--- config.mk ---
export PLATFORM = sky130hd
export DESIGN_NAME = actuator_noise_and_bias_learning_top
export DESIGN_NICKNAME = d
export VERILOG_FILES = /design/src/hdl/anbl_pkg.sv /design/src/hdl/anbl_fifo.sv /design/src/hdl/anbl_front.sv /design/src/hdl/anbl_back.sv /design/src/hdl/actuator_noise_and_bias_learning_top.sv
export SDC_FILE = /design/constraint.sdc
export NUM_CORES = 1
export LEC_CHECK = 0
export ABC_AREA = 1
export BUFFER_PORTS_ARGS = -buffer_cell sky130_fd_sc_hd__buf_4
export CAP_MARGIN = 5
export CORE_ASPECT_RATIO = 0.75
export CORE_MARGIN = 3
export CORE_UTILIZATION = 50
export CTS_CLUSTER_DIAMETER = 30
export DETAILED_ROUTE_END_ITERATION = 16
export GPL_ROUTABILITY_DRIVEN = 1
export PLACE_DENSITY = 0.68
export SKIP_LAST_GASP = 1
export SLEW_MARGIN = 15
export SYNTH_ARGS = -nofsm -noshare
export SYNTH_HDL_FRONTEND = slang
export SYNTH_HIERARCHICAL = 1
export SYNTH_SLANG_ARGS = --single-unit
--- constraint.sdc ---
create_clock -name clk_i -period 6.99 [get_ports clk_i]
set_input_delay 1.398 -clock clk_i [delete_from_list [all_inputs] [get_ports clk_i]]
set_output_delay 1.398 -clock clk_i [all_outputs]
set_load 0.01 [all_outputs]
--- src/hdl/anbl_pkg.sv ---
// Types and constants of the actuator noise and bias learning block.
// No dependencies; imported by every other file but the queue and the macro header.
package anbl_pkg;

  localparam logic [9:0]  DutyMax  = 10'd1023;
  localparam logic [6:0]  PosSat   = 7'd106;
  localparam logic [6:0]  CountSat = 7'd100;
  localparam logic [7:0]  WaitSat  = 8'd200;

  typedef enum logic [2:0] {
    REG_INITIAL_DUTY      = 3'd0,
    REG_NOISE_TARGET      = 3'd1,
    REG_DEFAULT_NOISE     = 3'd2,
    REG_DUTY_STEP         = 3'd3,
    REG_DUTY_SEARCH_LIMIT = 3'd4,
    REG_TICKS_PER_STEP    = 3'd5,
    REG_BENCH_ENABLE      = 3'd6,
    REG_BENCH_DUTY        = 3'd7
  } anbl_reg_e;

  typedef enum logic [1:0] {
    CMD_IDLE,
    CMD_TICK,
    CMD_RESTART
  } anbl_cmd_e;

  typedef struct packed {
    logic        mode;
    logic        servo_enable;
    logic [15:0] cam_position;
    logic [15:0] pid_duty;
  } anbl_in_t;

  typedef struct packed {
    logic [9:0]  duty_out;
    logic        noise_learned;
    logic        rest_duty_learned;
    logic        learning_done;
    logic [6:0]  noise_level;
    logic [9:0]  current_duty;
    logic [15:0] integral_seed;
    logic [15:0] integral_memory;
  } anbl_out_t;

  typedef struct packed {
    logic [9:0]  initial_duty;
    logic [7:0]  noise_sample_target;
    logic [7:0]  default_noise;
    logic [9:0]  duty_step;
    logic [9:0]  duty_search_limit;
    logic [7:0]  ticks_per_step;
    logic        my_enable;
    logic [15:0] my_duty;
  } anbl_cfg_t;

  // Classified tick as it travels from front to back.
  typedef struct packed {
    anbl_cmd_e   kind;
    logic [15:0] pos;
    logic [6:0]  pos_sat;
    logic [9:0]  pid_sat;
  } anbl_cmd_t;

endpackage

--- src/hdl/anbl_fifo.sv ---
// Small first-in first-out queue of flops, any payload type.
// Depends on nothing; used between front and back and at the result side.
module anbl_fifo #(
  parameter type         T     = logic,
  parameter int unsigned Depth = 2
) (
  input  logic clk_i,
  input  logic rst_ni,
  input  logic push_i,
  input  T     data_i,
  output logic full_o,
  input  logic pop_i,
  output T     data_o,
  output logic empty_o
);

  localparam int unsigned PtrW = (Depth > 1) ? $clog2(Depth) : 1;
  localparam int unsigned CntW = $clog2(Depth + 1);

  T                mem_q [Depth];
  logic [PtrW-1:0] wr_ptr_q, rd_ptr_q;
  logic [CntW-1:0] cnt_q;
  logic            do_push, do_pop;

  assign full_o  = (cnt_q == CntW'(Depth));
  assign empty_o = (cnt_q == '0);
  assign do_push = push_i && !full_o;
  assign do_pop  = pop_i && !empty_o;
  assign data_o  = mem_q[rd_ptr_q];

  always_ff @(posedge clk_i) begin
    if (do_push) begin
      mem_q[wr_ptr_q] <= data_i;
    end
  end

  always_ff @(posedge clk_i or negedge rst_ni) begin
    if (!rst_ni) begin
      wr_ptr_q <= '0;
      rd_ptr_q <= '0;
      cnt_q    <= '0;
    end else begin
      if (do_push) begin
        wr_ptr_q <= (wr_ptr_q == PtrW'(Depth - 1)) ? '0 : wr_ptr_q + PtrW'(1);
      end
      if (do_pop) begin
        rd_ptr_q <= (rd_ptr_q == PtrW'(Depth - 1)) ? '0 : rd_ptr_q + PtrW'(1);
      end
      if (do_push && !do_pop) begin
        cnt_q <= cnt_q + CntW'(1);
      end else if (do_pop && !do_push) begin
        cnt_q <= cnt_q - CntW'(1);
      end
    end
  end

endmodule

--- src/hdl/anbl_front.sv ---
// Front end: classifies each accepted item and saturates its fields.
// Depends on anbl_pkg.
module anbl_front import anbl_pkg::*; (
  input  anbl_in_t  item_i,
  output anbl_cmd_t cmd_o
);

  always_comb begin
    // Classify: restart wins, a disabled tick only reports state.
    if (item_i.mode) begin
      cmd_o.kind = CMD_RESTART;
    end else if (item_i.servo_enable) begin
      cmd_o.kind = CMD_TICK;
    end else begin
      cmd_o.kind = CMD_IDLE;
    end
    cmd_o.pos     = item_i.cam_position;
    cmd_o.pos_sat = (item_i.cam_position > {9'd0, PosSat}) ? PosSat
                                                            : item_i.cam_position[6:0];
    cmd_o.pid_sat = (item_i.pid_duty > {6'd0, DutyMax}) ? DutyMax
                                                         : item_i.pid_duty[9:0];
  end

endmodule

--- src/hdl/anbl_back.sv ---
// Back end: noise learning, rest duty search and duty selection state.
// Depends on anbl_pkg; fed from the command queue, feeds the result queue.
module anbl_back import anbl_pkg::*; (
  input  logic      clk_i,
  input  logic      rst_ni,
  input  anbl_cfg_t cfg_i,
  input  anbl_cmd_t cmd_i,
  input  logic      cmd_empty_i,
  output logic      cmd_pop_o,
  input  logic      res_full_i,
  output logic      res_push_o,
  output anbl_out_t res_o
);

  logic [9:0]  search_q, search_d;
  logic [7:0]  wait_q, wait_d;
  logic [6:0]  hp_q, hp_d, lp_q, lp_d, sc_q, sc_d, noise_q, noise_d;
  logic        nf_q, nf_d, lf_q, lf_d;
  logic [15:0] seed_q, seed_d, mem_q, mem_d;
  logic [9:0]  held_q, held_d;
  logic [9:0]  back_duty;
  logic [10:0] sum_duty;
  logic [9:0]  my_sat;

  assign cmd_pop_o  = !cmd_empty_i && !res_full_i;
  assign res_push_o = cmd_pop_o;
  assign my_sat  = (cfg_i.my_duty > {6'd0, DutyMax}) ? DutyMax : cfg_i.my_duty[9:0];
  assign back_duty  = (search_q > cfg_i.duty_step) ? search_q - cfg_i.duty_step : 10'd0;
  assign sum_duty   = {1'b0, search_q} + {1'b0, cfg_i.duty_step};

  always_comb begin
    search_d = search_q;
    wait_d   = wait_q;
    hp_d     = hp_q;
    lp_d     = lp_q;
    sc_d     = sc_q;
    noise_d  = noise_q;
    nf_d     = nf_q;
    lf_d     = lf_q;
    seed_d   = seed_q;
    mem_d    = mem_q;
    held_d   = held_q;
    case (cmd_i.kind)
      CMD_RESTART: begin
        search_d = cfg_i.initial_duty;
        wait_d   = '0;
        hp_d     = '0;
        lp_d     = '0;
        sc_d     = '0;
        nf_d     = 1'b0;
        lf_d     = 1'b0;
        seed_d   = '0;
      end
      CMD_TICK: begin
        // Noise: track peaks, then fix the spread (the default noise if the target is zero) once enough samples are in.
        if (!nf_q) begin
          if (sc_q == '0) begin
            hp_d = cmd_i.pos_sat;
            lp_d = cmd_i.pos_sat;
          end else begin
            if (cmd_i.pos > {9'd0, hp_q}) hp_d = cmd_i.pos_sat;
            if (cmd_i.pos_sat < lp_q) lp_d = cmd_i.pos_sat;
          end
          sc_d = (sc_q >= CountSat) ? CountSat : sc_q + 7'd1;
          if ({1'b0, sc_d} >= cfg_i.noise_sample_target) begin
            if (cfg_i.noise_sample_target == '0) begin
              noise_d = (cfg_i.default_noise > {1'b0, PosSat}) ? PosSat
                                                                : cfg_i.default_noise[6:0];
            end else begin
              noise_d = (hp_d > lp_d) ? hp_d - lp_d : 7'd0;
            end
            nf_d = 1'b1;
          end
        end
        // Rest duty: step up until movement shows or the limit is passed.
        if (nf_d && !lf_q) begin
          if ({8'd0, noise_d, 1'b0} < cmd_i.pos || search_q > cfg_i.duty_search_limit) begin
            lf_d     = 1'b1;
            seed_d   = {back_duty, 6'd0};
            mem_d    = {back_duty, 6'd0};
            search_d = back_duty;
          end else begin
            lf_d  = 1'b0;
            mem_d = seed_q;
            if (wait_q < cfg_i.ticks_per_step) begin
              wait_d = wait_q + 8'd1;
            end else begin
              search_d = (sum_duty > {1'b0, DutyMax}) ? DutyMax : sum_duty[9:0];
              wait_d   = '0;
            end
            if (wait_d > WaitSat) wait_d = WaitSat;
          end
        end
        if (cfg_i.my_enable) begin
          held_d = my_sat;
        end else if (lf_d) begin
          held_d = cmd_i.pid_sat;
        end else begin
          held_d = search_d;
        end
      end
      default: ;
    endcase

    res_o.duty_out          = held_d;
    res_o.noise_learned     = nf_d;
    res_o.rest_duty_learned = lf_d;
    res_o.learning_done     = nf_d && lf_d;
    res_o.noise_level       = noise_d;
    res_o.current_duty      = search_d;
    res_o.integral_seed     = seed_d;
    res_o.integral_memory   = mem_d;
  end

  always_ff @(posedge clk_i or negedge rst_ni) begin
    if (!rst_ni) begin
      search_q <= '0;
      wait_q   <= '0;
      hp_q     <= '0;
      lp_q     <= '0;
      sc_q     <= '0;
      noise_q  <= '0;
      nf_q     <= 1'b0;
      lf_q     <= 1'b0;
      seed_q   <= '0;
      mem_q    <= '0;
      held_q   <= '0;
    end else if (cmd_pop_o) begin
      search_q <= search_d;
      wait_q   <= wait_d;
      hp_q     <= hp_d;
      lp_q     <= lp_d;
      sc_q     <= sc_d;
      noise_q  <= noise_d;
      nf_q     <= nf_d;
      lf_q     <= lf_d;
      seed_q   <= seed_d;
      mem_q    <= mem_d;
      held_q   <= held_d;
    end
  end

endmodule

--- src/hdl/actuator_noise_and_bias_learning_top.sv ---
// Actuator noise and rest duty learning block, with output duty selection.
// Uses anbl_pkg, anbl_front, anbl_fifo and anbl_back.
//
// Use:
//   Input items (mode, servo_enable, cam_position, pid_duty) enter as queue
//   pushes: a beat is taken at an edge with push high and full low. Results
//   leave as queue pops: while empty is low the oldest result sits on
//   out_data_o and is taken at an edge with pop high.
//   Configuration is a plain write port (cfg_we_i, cfg_idx_i, cfg_data_i);
//   write only while no item is in flight.
//   Throughput is one item per clock while the result queue keeps draining.
//   The edge that takes an input beat writes the command queue; once the
//   result queue has room, the back end pops it, runs the learning state
//   and writes the result queue. The learning state is a single register
//   set updated once per item, so each item sees the one before.
//   When the receiver stalls the result queue fills, the back end holds, the
//   command queue fills, and full rises; nothing is dropped.
//   Reset clears all learning state, both queues, and loads the register
//   defaults (sample target ten, search limit 1023, the rest zero).
module actuator_noise_and_bias_learning_top import anbl_pkg::*; #(
  parameter int unsigned CmdDepth = 2,
  parameter int unsigned ResDepth = 2
) (
  input  logic        clk_i,
  input  logic        rst_ni,
  input  logic        push,
  output logic        full,
  input  anbl_in_t    in_data_i,
  output logic        empty,
  input  logic        pop,
  output anbl_out_t   out_data_o,
  input  logic        cfg_we_i,
  input  logic [2:0]  cfg_idx_i,
  input  logic [15:0] cfg_data_i
);

  anbl_cfg_t cfg_q;
  anbl_cmd_t cmd_in, cmd_out;
  anbl_out_t res;
  logic      cmd_empty, cmd_pop, res_full, res_push;

  // Register file: take the low bits of the write data for each register.
  always_ff @(posedge clk_i or negedge rst_ni) begin
    if (!rst_ni) begin
      cfg_q.initial_duty        <= 10'd0;
      cfg_q.noise_sample_target <= 8'd10;
      cfg_q.default_noise       <= 8'd0;
      cfg_q.duty_step           <= 10'd0;
      cfg_q.duty_search_limit   <= 10'd1023;
      cfg_q.ticks_per_step      <= 8'd0;
      cfg_q.my_enable        <= 1'b0;
      cfg_q.my_duty          <= 16'd0;
    end else if (cfg_we_i) begin
      case (anbl_reg_e'(cfg_idx_i))
        REG_INITIAL_DUTY:      cfg_q.initial_duty        <= cfg_data_i[9:0];
        REG_NOISE_TARGET:      cfg_q.noise_sample_target <= cfg_data_i[7:0];
        REG_DEFAULT_NOISE:     cfg_q.default_noise       <= cfg_data_i[7:0];
        REG_DUTY_STEP:         cfg_q.duty_step           <= cfg_data_i[9:0];
        REG_DUTY_SEARCH_LIMIT: cfg_q.duty_search_limit   <= cfg_data_i[9:0];
        REG_TICKS_PER_STEP:    cfg_q.ticks_per_step      <= cfg_data_i[7:0];
        REG_BENCH_ENABLE:      cfg_q.my_enable        <= cfg_data_i[0];
        REG_BENCH_DUTY:        cfg_q.my_duty          <= cfg_data_i;
        default: ;
      endcase
    end
  end

  // Front: classify the beat before it is queued.
  anbl_front u_front (
    .item_i (in_data_i),
    .cmd_o  (cmd_in)
  );

  // Decouple acceptance from the learning engine.
  anbl_fifo #(
    .T     (anbl_cmd_t),
    .Depth (CmdDepth)
  ) u_cmd_q (
    .clk_i   (clk_i),
    .rst_ni  (rst_ni),
    .push_i  (push),
    .data_i  (cmd_in),
    .full_o  (full),
    .pop_i   (cmd_pop),
    .data_o  (cmd_out),
    .empty_o (cmd_empty)
  );

  // Back: advance the learning state once per popped command.
  anbl_back u_back (
    .clk_i       (clk_i),
    .rst_ni      (rst_ni),
    .cfg_i       (cfg_q),
    .cmd_i       (cmd_out),
    .cmd_empty_i (cmd_empty),
    .cmd_pop_o   (cmd_pop),
    .res_full_i  (res_full),
    .res_push_o  (res_push),
    .res_o       (res)
  );

  // Hold finished results until the receiver pops them.
  anbl_fifo #(
    .T     (anbl_out_t),
    .Depth (ResDepth)
  ) u_res_q (
    .clk_i   (clk_i),
    .rst_ni  (rst_ni),
    .push_i  (res_push),
    .data_i  (res),
    .full_o  (res_full),
    .pop_i   (pop),
    .data_o  (out_data_o),
    .empty_o (empty)
  );

endmodule

==> run summary <==
status - finished clean
maximum vdd drop - 0.000264 V
max incr delay on CP - 0.59 ns
via count - 15.1k
CTS root buf - clkbuf_16
router iterations before antenna repair - 7
Power Total - 12.1 mW
dpl cells - 2,730
Die ar. - 0.0402 mm2
worst-skew pair later-pin latency - 0.59 ns
hold buffers post-CTS - 0
PD cells - 541 mW/mm2
Mapped Nets - 2,311
H-tree depth - 3
Hold Crit Class - register to register
Resized Gates After CTS - 0
hold slack - 0.459 ns
synth unique cells - 64
Synth Flop Type - edfxtp_1
buffer depth of the longest clock path - 3
Chip Height - 174 um
Period minus WS final - 6.45 ns
overall global routing resource usage - 0.238
post-synth top area cell - edfxtp_1
first-pass GRT wire length - 75,800 um
Clock Pin Slew Worst Setup and Hold Paths - 0.05 ns
starting density of the core - 0.509
# port buffers - 121
pin count of the biggest net entering global routing - 101
CTS buffer count - 68
setup bufs post-CTS - 0
Routed WL - 48,000 um
Critical Path Fanout Max - 16
register area share after synthesis - 0.532
core area - 0.0372 mm2
cell area after synthesis - 0.0189 mm2
# DRC - 0
number of DRC markers in iteration 0 - 1,506
Yosys top cell area share - 0.308
final hold vios - 0
top cells by area, synth - edfxtp_1 (31%), dfrtp_1 (21%), nand2_1 (15%)
Setup TNS Final - 0 ns
Crit. End Element - register
final RePlAce weighted congestion - 0.919
Post-synth EDFFs - 194
max_slew headroom - 0.327
CP Class - register to register
Async SR Flop Fraction - 0.466
CTS tree - yes
synth-to-layout area growth - 18.0%
number of synthesis warnings - 6
vias in the first global route - 13.8k
Worst Skew - 0.0377 ns
Arrival @ worst endpoint - 6.77 ns
leak pwr - 10.5 nW
post-synthesis register bit count - 363
fin crit share - 0.922
Routed WL per cell - 16.8 um
R2R cell count - 32
Max Cap Viol - 0
Synth Area per Inst - 8.71 um2
Finish-stage setup viols - 0
Top cell by count, worst path - nand2_1
fmax - 155 MHz
RSZ-0062 raised after global routing - false
final net count - 2,434
I/O pin total - 122
Max Transition Viols Final - 0
via density per instance - 5.28
Post-Syn Instances - 2,173
initial antenna violation count - 0
worst path required time - 7.31 ns
Worst Max-Slew Pin Slew - 1.01 ns
Die Wd - 231 um
remaining antenna violation count after routing - 0
Worst Setup Start Kind - register
final core utilization - 0.601
remaining global-route overflow - 0
Post-Layout Cell Count - 2,855
Crit-path slowest cell - nor2_1
clock sinks - 363
placement row count - 61
diode count - 0
post-DP HPWL - 33,300 um
layout cells sized above 1 - 0.148
Hold Path Stages - 2
-- area by class of cell --
type,instances,area [um2]
Multi-Input combinational cell,1471,7400
Timing Repair Buffer,135,1020
Inverter,257,977
Clock inverter,45,435
Fill cell,3135,14800
Tap cell,504,631
Sequential cell,363,10100
Clock buffer,80,1810
-- placed cells by master, fill, tap and decap left out, types with 8 or more instances in the layout --
master,n
clkinvlp_4,11
inv_1,237
nand2_1,769
inv_6,9
o21ai_1,36
edfxtp_1,194
a31oi_1,12
xor2_1,16
dfstp_2,12
clkbuf_1,8
nand3b_1,8
a22oi_1,18
nor2_2,15
o22ai_1,29
nor2_1,150
inv_2,12
a21oi_1,55
clkinv_2,8
nand3_1,105
buf_4,134
nand2_2,13
o21ai_0,71
nand4_1,15
ha_1,78
clkbuf_16,70
dfrtp_1,156
-- where the power goes --
part           total [mW]  internal [mW]  switching, mW  leakage, nW
clock                3.16           2.00           1.16         1.07
combinational        5.44           1.75           3.68         5.55
sequential           3.50           3.17          0.326         3.92
-- cells in the mapped netlist (all sizes together) (8+ instances only) --
library cell / n
a21oi: 59
a22oi: 18
a31oi: 12
buf: 63
clkbuf: 19
dfrtp: 157
dfstp: 12
edfxtp: 194
ha: 78
inv: 253
nand2: 786
nand3: 112
nand3b: 9
nand4: 15
nor2: 170
nor3: 10
o211ai: 8
o21ai: 111
o22ai: 29
xor2: 16
-- sequential cells by signal (all words and copies together) (netlist names) --
name and cells:
u_back/noise_q 7, u_back/mem_q 16, cfg_q 71, u_back/sc_q 7
u_cmd_q/cnt_q 2, u_back/seed_q 16, u_res_q/wr_ptr_q 1, u_res_q/cnt_q 2
u_back/search_q 10, u_res_q/rd_ptr_q 1, u_cmd_q/rd_ptr_q 1, u_back/hp_q 7
u_back/lp_q 7, u_res_q/mem_q 124, u_cmd_q/wr_ptr_q 1, u_cmd_q/mem_q 70
u_back/wait_q 8, u_back/held_q 10, u_back/lf_q 1, u_back/nf_q 1
-- worst max-delay path, delay by kind of cell, from the launching register on --
family | cells | cell delay, ns
compound gates | 10 | 2.19
simple gates | 13 | 1.77
fa+ha+maj | 3 | 0.93
buf+inv | 6 | 0.89
flops | 1 | 0.41
-- metal layers --
layer | track usage | vias up | part of all wire
li1 | - | 7321 | -
met1 | 0.376 | 7111 | 0.49
met2 | 0.332 | 588 | 0.42
met3 | 0.0514 | 62 | 0.080
met4 | 0.0583 | 0 | 0.015
met5 | 0 | - | 0
-- metrics by stage --
stage	area [um2]	worst slack, ns
floorplan	18900	1.78
global placement	20100	0.934
detailed placement	20100	0.788
CTS	22300	0.731
global route	22300	0.0540
finish	22300	0.545
-- final timing paths --
path	end	slack (ns)	from
max	u_res_q/mem_q[0][59]$_DFFE_PP_	0.54	u_cmd_q/rd_ptr_q$_DFFE_PN0P_
min reg2reg	cfg_q[54]$_DFFE_PN1P_	0.46	cfg_q[54]$_DFFE_PN1P_
max reg2reg	u_res_q/mem_q[0][59]$_DFFE_PP_	0.54	u_cmd_q/rd_ptr_q$_DFFE_PN0P_
min in group asynchronous	u_cmd_q/wr_ptr_q$_DFFE_PN0P_	0.93	rst_ni
max in group asynchronous	u_back/lp_q[1]$_DFFE_PN0P_	4.51	rst_ni
min	cfg_q[54]$_DFFE_PN1P_	0.46	cfg_q[54]$_DFFE_PN1P_
-- cell families after synthesis --
kind of cell | share of synthesized area
AOI/OAI and AO/OA | 0.0817
xor gates and xnor gates | 0.00833
adders and majority gates | 0.0537
buffers and inverters | 0.0780
DFF | 0.532
and+or+nand+nor | 0.246
Power figures use the tool's default switching activity.
